## src/hdl/sacl_pkg.sv

```systemverilog
`timescale 1ns / 1ps
// Shared types, constants and helper functions of the set-associative cache unit.
// No dependencies.
package sacl_pkg;

    // default storage sizes
    localparam int unsigned DEF_MAX_LINES       = 8192;
    localparam int unsigned DEF_MAX_CACHE_WORDS = 16384;
    localparam int unsigned DEF_MEM_WORDS       = 65536;
    localparam int unsigned DEF_STAMP_BITS      = 32;

    // configuration register indexes
    localparam logic [1:0] CFG_CAPACITY = 2'd0;
    localparam logic [1:0] CFG_BLOCK    = 2'd1;
    localparam logic [1:0] CFG_WAYS     = 2'd2;

    localparam int unsigned CFG_DATA_W = 7;
    localparam int unsigned SET_W      = 13;   // widest set index
    localparam logic [31:0] ADDR_LIMIT_MASK = 32'd1048575;

    // cache geometry derived from the configuration registers
    typedef struct packed {
        logic [1:0] lg_ways;    // log2 ways
        logic [2:0] off_bits;   // log2 words per line
        logic [3:0] idx_bits;   // log2 sets
        logic [4:0] tag_shift;  // off_bits + idx_bits
    } t_geom;

    // log2 of a power of two up to 64
    function automatic logic [2:0] f_lg(input logic [CFG_DATA_W-1:0] v);
        logic [2:0] r;
        r = 3'd0;
        for (int i = 0; i < CFG_DATA_W; i++) begin
            if (v[i]) r = 3'(i);
        end
        return r;
    endfunction

    // exactly one bit set
    function automatic logic f_pow2(input logic [CFG_DATA_W-1:0] v);
        return (v != '0) && ((v & (v - 7'd1)) == '0);
    endfunction

endpackage

```

## src/hdl/sacl_cfg.sv

```systemverilog
`timescale 1ns / 1ps
// Configuration registers of the cache unit and the geometry derived from them.
// Depends on sacl_pkg.
module sacl_cfg (
    input  logic                             i_clk,
    input  logic                             i_rst_n,
    input  logic                             i_cfg_valid,
    output logic                             o_cfg_ready,
    input  logic [1:0]                       i_cfg_index,
    input  logic [sacl_pkg::CFG_DATA_W-1:0]  i_cfg_data,
    output sacl_pkg::t_geom                  o_geom,
    output logic                             o_clear
);
    import sacl_pkg::*;

    logic [2:0] r_lg_cap, r_lg_blk;
    logic [1:0] r_lg_ways;
    logic       r_clear;
    logic       legal;

    assign o_cfg_ready = 1'b1;

    // legal value check per register
    always_comb begin
        legal = 1'b0;
        unique case (i_cfg_index)
            CFG_CAPACITY: legal = f_pow2(i_cfg_data) && (i_cfg_data >= 7'd2);
            CFG_BLOCK:    legal = f_pow2(i_cfg_data) && (i_cfg_data >= 7'd8);
            CFG_WAYS:     legal = f_pow2(i_cfg_data) && (i_cfg_data <= 7'd8);
            default:      legal = 1'b0;
        endcase
    end

    always_ff @(posedge i_clk) begin
        if (!i_rst_n) begin
            r_lg_cap  <= 3'd3;
            r_lg_blk  <= 3'd4;
            r_lg_ways <= 2'd2;
            r_clear   <= 1'b0;
        end else begin
            // legal is never set for the unused index
            r_clear <= i_cfg_valid && legal;
            if (i_cfg_valid && legal) begin
                unique case (i_cfg_index)
                    CFG_CAPACITY: r_lg_cap  <= f_lg(i_cfg_data);
                    CFG_BLOCK:    r_lg_blk  <= f_lg(i_cfg_data);
                    CFG_WAYS:     r_lg_ways <= 2'(f_lg(i_cfg_data));
                    default:      ;
                endcase
            end
        end
    end

    // sets = 2^(lg_cap + 10 - lg_blk - lg_ways), words per line = 2^(lg_blk - 2)
    always_comb begin
        o_geom.lg_ways   = r_lg_ways;
        o_geom.off_bits  = r_lg_blk - 3'd2;
        o_geom.idx_bits  = 4'(4'(r_lg_cap) + 4'd10 - 4'(r_lg_blk) - 4'(r_lg_ways));
        o_geom.tag_shift = 5'(o_geom.off_bits) + 5'(o_geom.idx_bits);
    end

    assign o_clear = r_clear;
endmodule

```

## config.mk

```make
export PLATFORM = sky130hd
export DESIGN_NAME = sacl_cfg
export DESIGN_NICKNAME = d
export VERILOG_FILES = /design/src/hdl/sacl_pkg.sv /design/src/hdl/sacl_cfg.sv
export SDC_FILE = /design/constraint.sdc
export NUM_CORES = 1
export LEC_CHECK = 0
export BUFFER_PORTS_ARGS = -buffer_cell sky130_fd_sc_hd__buf_2
export CAP_MARGIN = 40
export CORE_MARGIN = 3
export CORE_UTILIZATION = 49
export DETAILED_ROUTE_END_ITERATION = 10
export GPL_TIMING_DRIVEN = 0
export PLACE_DENSITY_LB_ADDON = 0.05
export SYNTH_ARGS = -nofsm -noshare
export SYNTH_HDL_FRONTEND = slang
export SYNTH_SLANG_ARGS = --single-unit
```

## constraint.sdc

```tcl
create_clock -name i_clk -period 3.28 [get_ports i_clk]
set_input_delay 0.492 -clock i_clk [delete_from_list [all_inputs] [get_ports i_clk]]
set_output_delay 0.492 -clock i_clk [all_outputs]
set_load 0.01 [all_outputs]
```

==> results of run 1 <==
-- area by class of cell --
| type | count | area (µm²) |
|---|---|---|
| Sequential cell | 9 | 180 |
| Tap cell | 16 | 20.0 |
| Inverter | 11 | 41.3 |
| Clock buffer | 4 | 26.3 |
| Timing Repair Buffer | 26 | 130 |
| Buffer | 4 | 26.3 |
| Multi-Input combinational cell | 70 | 583 |
| Fill cell | 157 | 552 |
-- layout by cell type, fill, tap and decap left out, types with 4 or more instances in the layout --
master,n
a21oi_1,4
buf_2,26
dfxtp_1,9
fa_1,4
ha_1,9
inv_1,11
mux2i_1,4
nand2_1,8
nand3_1,4
-- cell families after synthesis --
| family | count (synthesis) | share of synthesized area |
|---|---|---|
| flip-flops | 9 | 0.217 |
| XOR/XNOR | 4 | 0.0422 |
| adder cells (fa/ha/maj) | 13 | 0.232 |
| AND/OR/NAND/NOR | 27 | 0.178 |
| other | 1 | 0.00451 |
| AO/OA/AOI/OAI | 18 | 0.152 |
| buffers and inverters | 15 | 0.0813 |
| multiplexers | 7 | 0.0934 |
-- flip-flops by register name, summed over array words and instances (netlist names) --
register and cells:
o_clear 1, r_lg_blk 3, r_lg_cap 3, r_lg_ways 2
-- final timing paths --
kind	from	to	slack (ps)	cells after the start
setup / recovery	r_lg_ways[1]	o_geom[3]	140	8
setup reg to reg	r_lg_ways[1]	r_lg_ways[1]	2400	2
hold reg to reg	r_lg_cap[2]	r_lg_cap[2]	480	2
hold / removal	r_lg_cap[2]	r_lg_cap[2]	480	2
-- synthesized netlist by cell type (2+ instances only) --
master / count / area share
a21o_1: 2 / 0.018
inv_1: 11 / 0.050
buf_4: 3 / 0.027
a211oi_1: 2 / 0.018
dfxtp_1: 9 / 0.22
mux2i_1: 4 / 0.048
ha_1: 9 / 0.14
nand2_1: 8 / 0.036
xnor2_1: 3 / 0.032
o31ai_1: 2 / 0.018
o21ai_0: 3 / 0.018
a21oi_1: 4 / 0.024
nand2b_1: 3 / 0.023
nor2_1: 3 / 0.014
nor2b_1: 2 / 0.015
fa_1: 4 / 0.096
nor3_1: 2 / 0.012
mux2_1: 2 / 0.027
nand3_1: 4 / 0.024
-- per-layer routing --
metal | up-vias | GRT usage | routed length (µm) | share of wire
li1 | 383 | - | - | -
met1 | 357 | 0.186 | 679 | 0.43
met2 | 27 | 0.312 | 839 | 0.53
met3 | 0 | 0 | 78 | 0.049
met4 | 0 | 0.0829 | 0 | 0
met5 | - | 0 | 0 | 0
-- worst max-delay path: stages (launching register included) --
cell and delay [ps]:
dfxtp_1 330, fa_1 450, fa_1 490, inv_1 40
ha_1 300, ha_1 330, a21oi_1 180, xnor2_1 130
buf_2 150
-- per-stage QoR --
stage               std cells  power [µW]  hold slack, ps  instance area, µm²  setup WS, ps
floorplan                  94         138             438                 831           499
global placement          136         156             463                 981           478
detailed placement        136         157             470                 981           407
CTS                       140         240             480                1010           120
global route              140         251             531                1010          27.2
finish                    140         236             476                1010           140
-- report_power, final --
group          internal (µW)  switching [µW]
logic                   19.0            26.1
registers                110           0.202
clock network           46.6            34.4
==> run summary, run 1 <==
Skew-Pair Late Insertion Delay: 250 ps
H-tree Lvls: 1
post-route ant nets: 0
sequential share of the synthesized area: 0.217
clk sink count: 9
Hold Fails Final Rpt: 0
Die Wd: 47.2 µm
Critical Path End Type: primary output
Synth cell types: 33
die height: 47.2 µm
I/O pin count: 28
RSZ-0062 raised after global routing: no
IO Port Bufs: 26
vias in the first global route: 658
setup TNS: 0 ps
Slew Viols, Final: 0
Hold-fix buffers, CTS: 0
post-DP HPWL: 1410 µm
Yosys Warn Count: 0
first-pass GRT wire length: 2600 µm
DR pass1 iterations: 4
max_cap viols: 0
WL final: 1600 µm
CTS resizes: 0
Hold Path Class: reg -> reg
Peak Freq: 0.318 GHz
CTS clk-pin slew, worst paths: 60 ps
vias post-DR: 767
Nets: 150
utilization after layout: 0.646
P&R area growth vs syn: 21.2%
Placer Congestion: 0.786
Residual DRC: 0
Syn Nets: 119
GRT Util Overall: 0.164
initial DRC count: 5
status: completed
Post-CTS Setup Bufs: 0
synthesized instance count: 94
Die ar.: 2230 µm²
Routed WL per cell: 11.4 µm
maximum fanout along the worst path: 3
initial antenna violation count: 0
grt ovf: 0
nature of the critical path startpoint: flop
Mapped Area: 831 µm²
total CTS buffers: 3
Async S/R FF share, synth: 0
Initial Util: 0.533
# rows: 14
core area: 1560 µm²
clk buf depth: 2
min Tclk post-route: 3140 ps
clock root cell: clkbuf_4
Max rail drop VDD: 0.140 mV
PD cells: 234 nW/µm²
clock skew: 0 ps
FF+latch count, synth: 9
Post-synth EDFFs: 0
Crit Path Class: reg -> out
share of layout cells above drive strength 1: 0.298
WP data arrival: 2650 ps
Diodes inserted: 0
final period utilization: 0.957
Synth Flop Type: dfxtp_1
Via density: 5.48
CTS tree: yes
final setup violation count: 0
Worst EP required: 2790 ps
pin count of the biggest net entering global routing: 11
leakage: 0.000482 µW
syn_area_per_cell: 8.84 µm²
No activity file was read; power rests on OpenSTA's default activity.
==> inputs of run 2 (changes only) <==
--- a/config.mk
+++ b/config.mk
@@ -7,7 +7,6 @@
 export LEC_CHECK = 0
 export BUFFER_PORTS_ARGS = -buffer_cell sky130_fd_sc_hd__buf_2
 export CAP_MARGIN = 40
-export CORE_MARGIN = 3
 export CORE_UTILIZATION = 49
 export DETAILED_ROUTE_END_ITERATION = 10
 export GPL_TIMING_DRIVEN = 0
==> run 2 against run 1 <==
Compared with the run above: non-clock buffer count stayed put; worst hold slack worse by 8.4 ps; design area is 0.37% higher; highest routed layer is now met4.
==> run summary, run 2 (synthesis results as in run 1) <==
Diodes inserted: 0 (unchanged)
share of layout cells above drive strength 1: 0.306 (+0.00806)
first-pass GRT wire length: 2680 µm (+2.9%)
Die Wd: 43.2 µm (-8.5%)
CTS clk-pin slew, worst paths: 60 ps (about the same)
clock root cell: clkbuf_4
worst setup margin: 177 ps (+37.1 ps)
Residual DRC: 0 (unchanged)
Nets: 150 (unchanged)
core area: 1540 µm² (-1.1%)
status: completed
Hold Fails Final Rpt: 0 (unchanged)
DR pass1 iterations: 4 (unchanged)
Hold-fix buffers, CTS: 0 (unchanged)
initial antenna violation count: 0 (unchanged)
clock skew: 0 ps (unchanged)
I/O pin count: 28 (unchanged)
Placer Congestion: 0.857 (+9.1%)
overall power: 241 µW (+1.9%)
layout filler cell count: 151 (-3.8%)
Peak Freq: 0.322 GHz (+1.2%)
P&R area growth vs syn: 21.7%
leakage: 0.000482 µW (about the same)
Hold Path Class: reg -> reg
pin count of the biggest net entering global routing: 11 (unchanged)
Via density: 5.36 (-2.1%)
H-tree Lvls: 1 (unchanged)
non-filler cells, final: 140 (unchanged)
WL final: 1580 µm (-0.81%)
CTS tree: yes
vias post-DR: 751 (-2.1%)
WP data arrival: 2610 ps (-40 ps)
Placed Area: 981 µm² (unchanged)
CP Launch Point: r_lg_ways[1]
Routed WL per cell: 11.3 µm (-0.81%)
RR Startpoint: r_lg_ways[1]
Worst EP required: 2790 ps (about the same)
total CTS buffers: 3 (unchanged)
Critical Path End Type: primary output
Skew-Pair Late Insertion Delay: 260 ps (about the same)
initial DRC count: 12 (+7)
min Tclk post-route: 3100 ps (-37.1 ps)
RSZ-0062 raised after global routing: no
post-DP HPWL: 1320 µm (-5.9%)
Regs by FF count: r_lg_blk: 3 flops, r_lg_cap: 3 flops, r_lg_ways: 2 flops
final instance area: 1010 µm² (+0.37%)
most frequent cells in the layout: buf_2 (26), inv_1 (11), ha_1 (9), dfxtp_1 (9), nand2_1 (8)
post-route ant nets: 0 (unchanged)
placed cells: 136 (unchanged)
setup TNS: 0 ps (unchanged)
vias in the first global route: 647 (-1.7%)
Initial Util: 0.539 (+0.00606)
clk buf depth: 2 (unchanged)
Slew Viols, Final: 0 (unchanged)
clk sink count: 9 (unchanged)
nature of the critical path startpoint: flop
Min-Delay Startpoint: r_lg_cap[2]
dpl ws: 434 ps (+27.1 ps)
final period utilization: 0.946 (-0.0113)
# rows: 14 (unchanged)
grt ovf: 0 (unchanged)
max_cap viols: 0 (unchanged)
Die ar.: 1860 µm² (-16%)
maximum fanout along the worst path: 3 (unchanged)
Crit Path Class: reg -> out
PD cells: 238 nW/µm² (+1.6%)
final setup violation count: 0 (unchanged)
commonest non-fill, non-tap cell in the layout: buf_2
IO Port Bufs: 26 (unchanged)
die height: 43.2 µm (-8.5%)
Max rail drop VDD: 0.155 mV (+10%)
GRT Util Overall: 0.191 (+0.0268)
==> run 2: metal layers <==
metal  up-vias  wire, µm  GRT usage
met3         2       101     0.0511
met4         0         9     0.0727
met1       337       719      0.225
met2        31       754      0.325
met5         -         0          0
li1        381         -          -
==> run 2: area by class of cell <==
type                    instances  area [µm²]  area share
repair buffers                 26         130       0.129
plain buffers                   4        26.3      0.0260
clock buffers                   4        26.3      0.0260
well taps                      16        20.0      0.0198
multi-input cells              70         587       0.580
inverters                      11        41.3      0.0408
flip-flops and latches          9         180       0.178
==> run 2: path summary, 6_finish.rpt <==
check | endpoint | slack, ps | depth (start not counted)
min | r_lg_cap[2] | 470 | 2
max reg2reg | r_lg_ways[1] | 2410 | 2
min reg2reg | r_lg_cap[2] | 470 | 2
max | o_geom[3] | 180 | 8
==> run 2: worst max-delay path: stages, from the launching register on <==
cell,delay [ps]
dfxtp_1,330
fa_1,440
fa_1,500
inv_1,40
ha_1,300
ha_1,330
a21oi_2,150
xnor2_1,120
buf_2,140
==> run 2: repair_timing <==
item,CTS,global route
endpoints found under the hold margin,0,0
setup endpoints to repair,0,1
buffers inserted,0,0
gates resized for setup,0,1
==> run 2: per-stage QoR <==
stage	hold slack, ps	utilization
after floorplan	438	-
after global routing	479	0.656
final	467	0.656
after global placement	453	0.636
after detailed placement	460	0.636
after CTS	469	0.653
==> run 2: power by group <==
group          total [µW]  internal [µW]  switching, µW
clock                85.7           46.9           38.8
sequential            110            110          0.190
combinational        45.1           19.2           25.9
==> inputs of run 3 (changes only) <==
--- a/config.mk
+++ b/config.mk
@@ -7,7 +7,7 @@
 export LEC_CHECK = 0
 export BUFFER_PORTS_ARGS = -buffer_cell sky130_fd_sc_hd__buf_2
 export CAP_MARGIN = 40
-export CORE_UTILIZATION = 49
+export CORE_UTILIZATION = 30
 export DETAILED_ROUTE_END_ITERATION = 10
 export GPL_TIMING_DRIVEN = 0
 export PLACE_DENSITY_LB_ADDON = 0.05
==> run 3 against run 2 <==
Compared with the run above: register-to-register slack about the same; core utilization decreased by 25 points; design area increased by 1.7%; fmax decreased by 0.61%; global-route usage decreased by 5.9 points; sequential share of layout area decreased by 0.30 points; cell count increased by 10%; worst hold slack got worse by 5.8 ps; critical path type unchanged; highest routed layer unchanged.
==> run summary, run 3 (synthesis results as in run 1) <==
Die ar.: 2980 µm² (+60%)
FF/Latch Area: 180 µm² (unchanged)
layout filler cell count: 287 (+90%)
area occupied by multi-input gates: 587 µm² (unchanged)
Critical Path End Type: primary output
CTS resizes: 0 (unchanged)
reg2reg setup slack: 2410 ps (about the same)
Skew-Pair Late Insertion Delay: 250 ps (about the same)
clock skew: 0 ps (unchanged)
IO Port Bufs: 26 (unchanged)
WHS Endpoint: r_lg_cap[2]
non-filler cells, final: 154 (+10%)
clk buf depth: 2 (unchanged)
r2r worst-path depth: 2 (unchanged)
vias post-DR: 737 (-1.9%)
WP data arrival: 2630 ps (+20 ps)
I/O pin count: 28 (unchanged)
Residual DRC: 0 (unchanged)
final instance area: 1030 µm² (+1.7%)
post-route ant nets: 0 (unchanged)
post-DP HPWL: 1430 µm (+8.2%)
Hold-fix buffers, CTS: 0 (unchanged)
RSZ-0062 raised after global routing: no
status: completed
initial DRC count: 5 (-7)
die height: 54.6 µm (+27%)
CTS clk-pin slew, worst paths: 60 ps (about the same)
final setup violation count: 0 (unchanged)
Post-CTS Setup Bufs: 0 (unchanged)
Initial Util: 0.326 (-0.213)
WL final: 1740 µm (+9.9%)
core area: 2540 µm² (+65%)
Peak Freq: 0.320 GHz (-0.61%)
Hold Path Class: reg -> reg
GRT Util Overall: 0.132 (-0.0591)
setup TNS: 0 ps (unchanged)
clock root cell: clkbuf_4
# rows: 18 (+4)
DR pass1 iterations: 4 (unchanged)
Min-Delay Startpoint: r_lg_cap[2]
max_cap viols: 0 (unchanged)
pin count of the biggest net entering global routing: 11 (unchanged)
Worst EP required: 2790 ps (about the same)
Crit Path Class: reg -> out
H-tree Lvls: 1 (unchanged)
min Tclk post-route: 3120 ps (+19.0 ps)
PD cells: 234 nW/µm² (-1.6%)
maximum fanout along the worst path: 3 (unchanged)
placed cells: 150 (+10%)
utilization after layout: 0.404 (-0.252)
Max rail drop VDD: 0.110 mV (-29%)
total CTS buffers: 3 (unchanged)
Placer Congestion: 0.768 (-10%)
P&R area growth vs syn: 23.8%
commonest non-fill, non-tap cell in the layout: buf_2
final period utilization: 0.952 (+0.00580)
Nets: 150 (unchanged)
Diodes inserted: 0 (unchanged)
Die Wd: 54.6 µm (+27%)
Placed Area: 998 µm² (+1.8%)
leakage: 0.000482 µW (unchanged)
initial antenna violation count: 0 (unchanged)
Via density: 4.79 (-11%)
grt ovf: 0 (unchanged)
Routed WL per cell: 11.3 µm (about the same)
Hold Fails Final Rpt: 0 (unchanged)
CTS tree: yes
worst hold path depth: 2 (unchanged)
vias in the first global route: 664 (+2.6%)
Regs by FF count: r_lg_blk: 3 flops, r_lg_cap: 3 flops, r_lg_ways: 2 flops
nature of the critical path startpoint: flop
most frequent cells in the layout: buf_2 (26), inv_1 (11), ha_1 (9), dfxtp_1 (9), nand2_1 (8)
RR Startpoint: r_lg_ways[1]
clk sink count: 9 (unchanged)
Slew Viols, Final: 0 (unchanged)
reg-to-reg endpoint: r_lg_ways[1]
first-pass GRT wire length: 2700 µm (+1.0%)
share of layout cells above drive strength 1: 0.306 (unchanged)
[run 3: critical path: stages, from the launching register on]
cell and delay (ps):
dfxtp_1 320, inv_1 60, fa_1 400, fa_1 490
inv_1 40, ha_1 290, ha_1 330, a21oi_2 160
xnor2_1 120, buf_2 140
[run 3: layer usage]
metal	vias to the layer above	track usage	part of all wire
met5	-	0	0
met4	0	0.0769	0.011
met3	2	0.00833	0.041
met2	23	0.245	0.51
met1	329	0.144	0.44
li1	383	-	-
[run 3: how the worst max path moves through the flow]
stage | end | slack (ps) | startpoint | depth (start not counted)
2_1_floorplan | o_geom[3] | 500 | r_lg_ways[1] | 7
5_1_grt | o_geom[3] | 7 | r_lg_cap[1] | 9
6_report | o_geom[3] | 160 | r_lg_cap[1] | 9
4_1_cts | o_geom[3] | 130 | r_lg_cap[1] | 9
3_3_place_gp | o_geom[3] | 460 | r_lg_ways[1] | 8
3_5_place_dp | o_geom[3] | 440 | r_lg_cap[1] | 9
[run 3: stage by stage]
stage | setup slack [ps] | hold slack [ps] | total power, µW
2_1_floorplan | 499 | 438 | 138
3_3_place_gp | 465 | 467 | 158
3_5_place_dp | 437 | 460 | 158
4_1_cts | 126 | 469 | 245
5_1_grt | 6.80 | 505 | 257
6_report | 158 | 461 | 241
[run 3: power by group]
part / switching, µW / leakage [µW] / internal [µW] / total, µW
combinational: 26.4 / 0.000395 / 19.2 / 45.6
clock: 38.5 / 0.0000150 / 46.9 / 85.4
sequential: 0.195 / 0.0000727 / 110 / 110
total: 65.1 / 0.000482 / 176 / 241
[run 3: area by class of cell]
cell class,instances,area share
Timing Repair Buffer,26,0.127
Tap cell,30,0.0365
Inverter,11,0.0401
Multi-Input combinational cell,70,0.571
Clock buffer,4,0.0255
Buffer,4,0.0255
Sequential cell,9,0.175
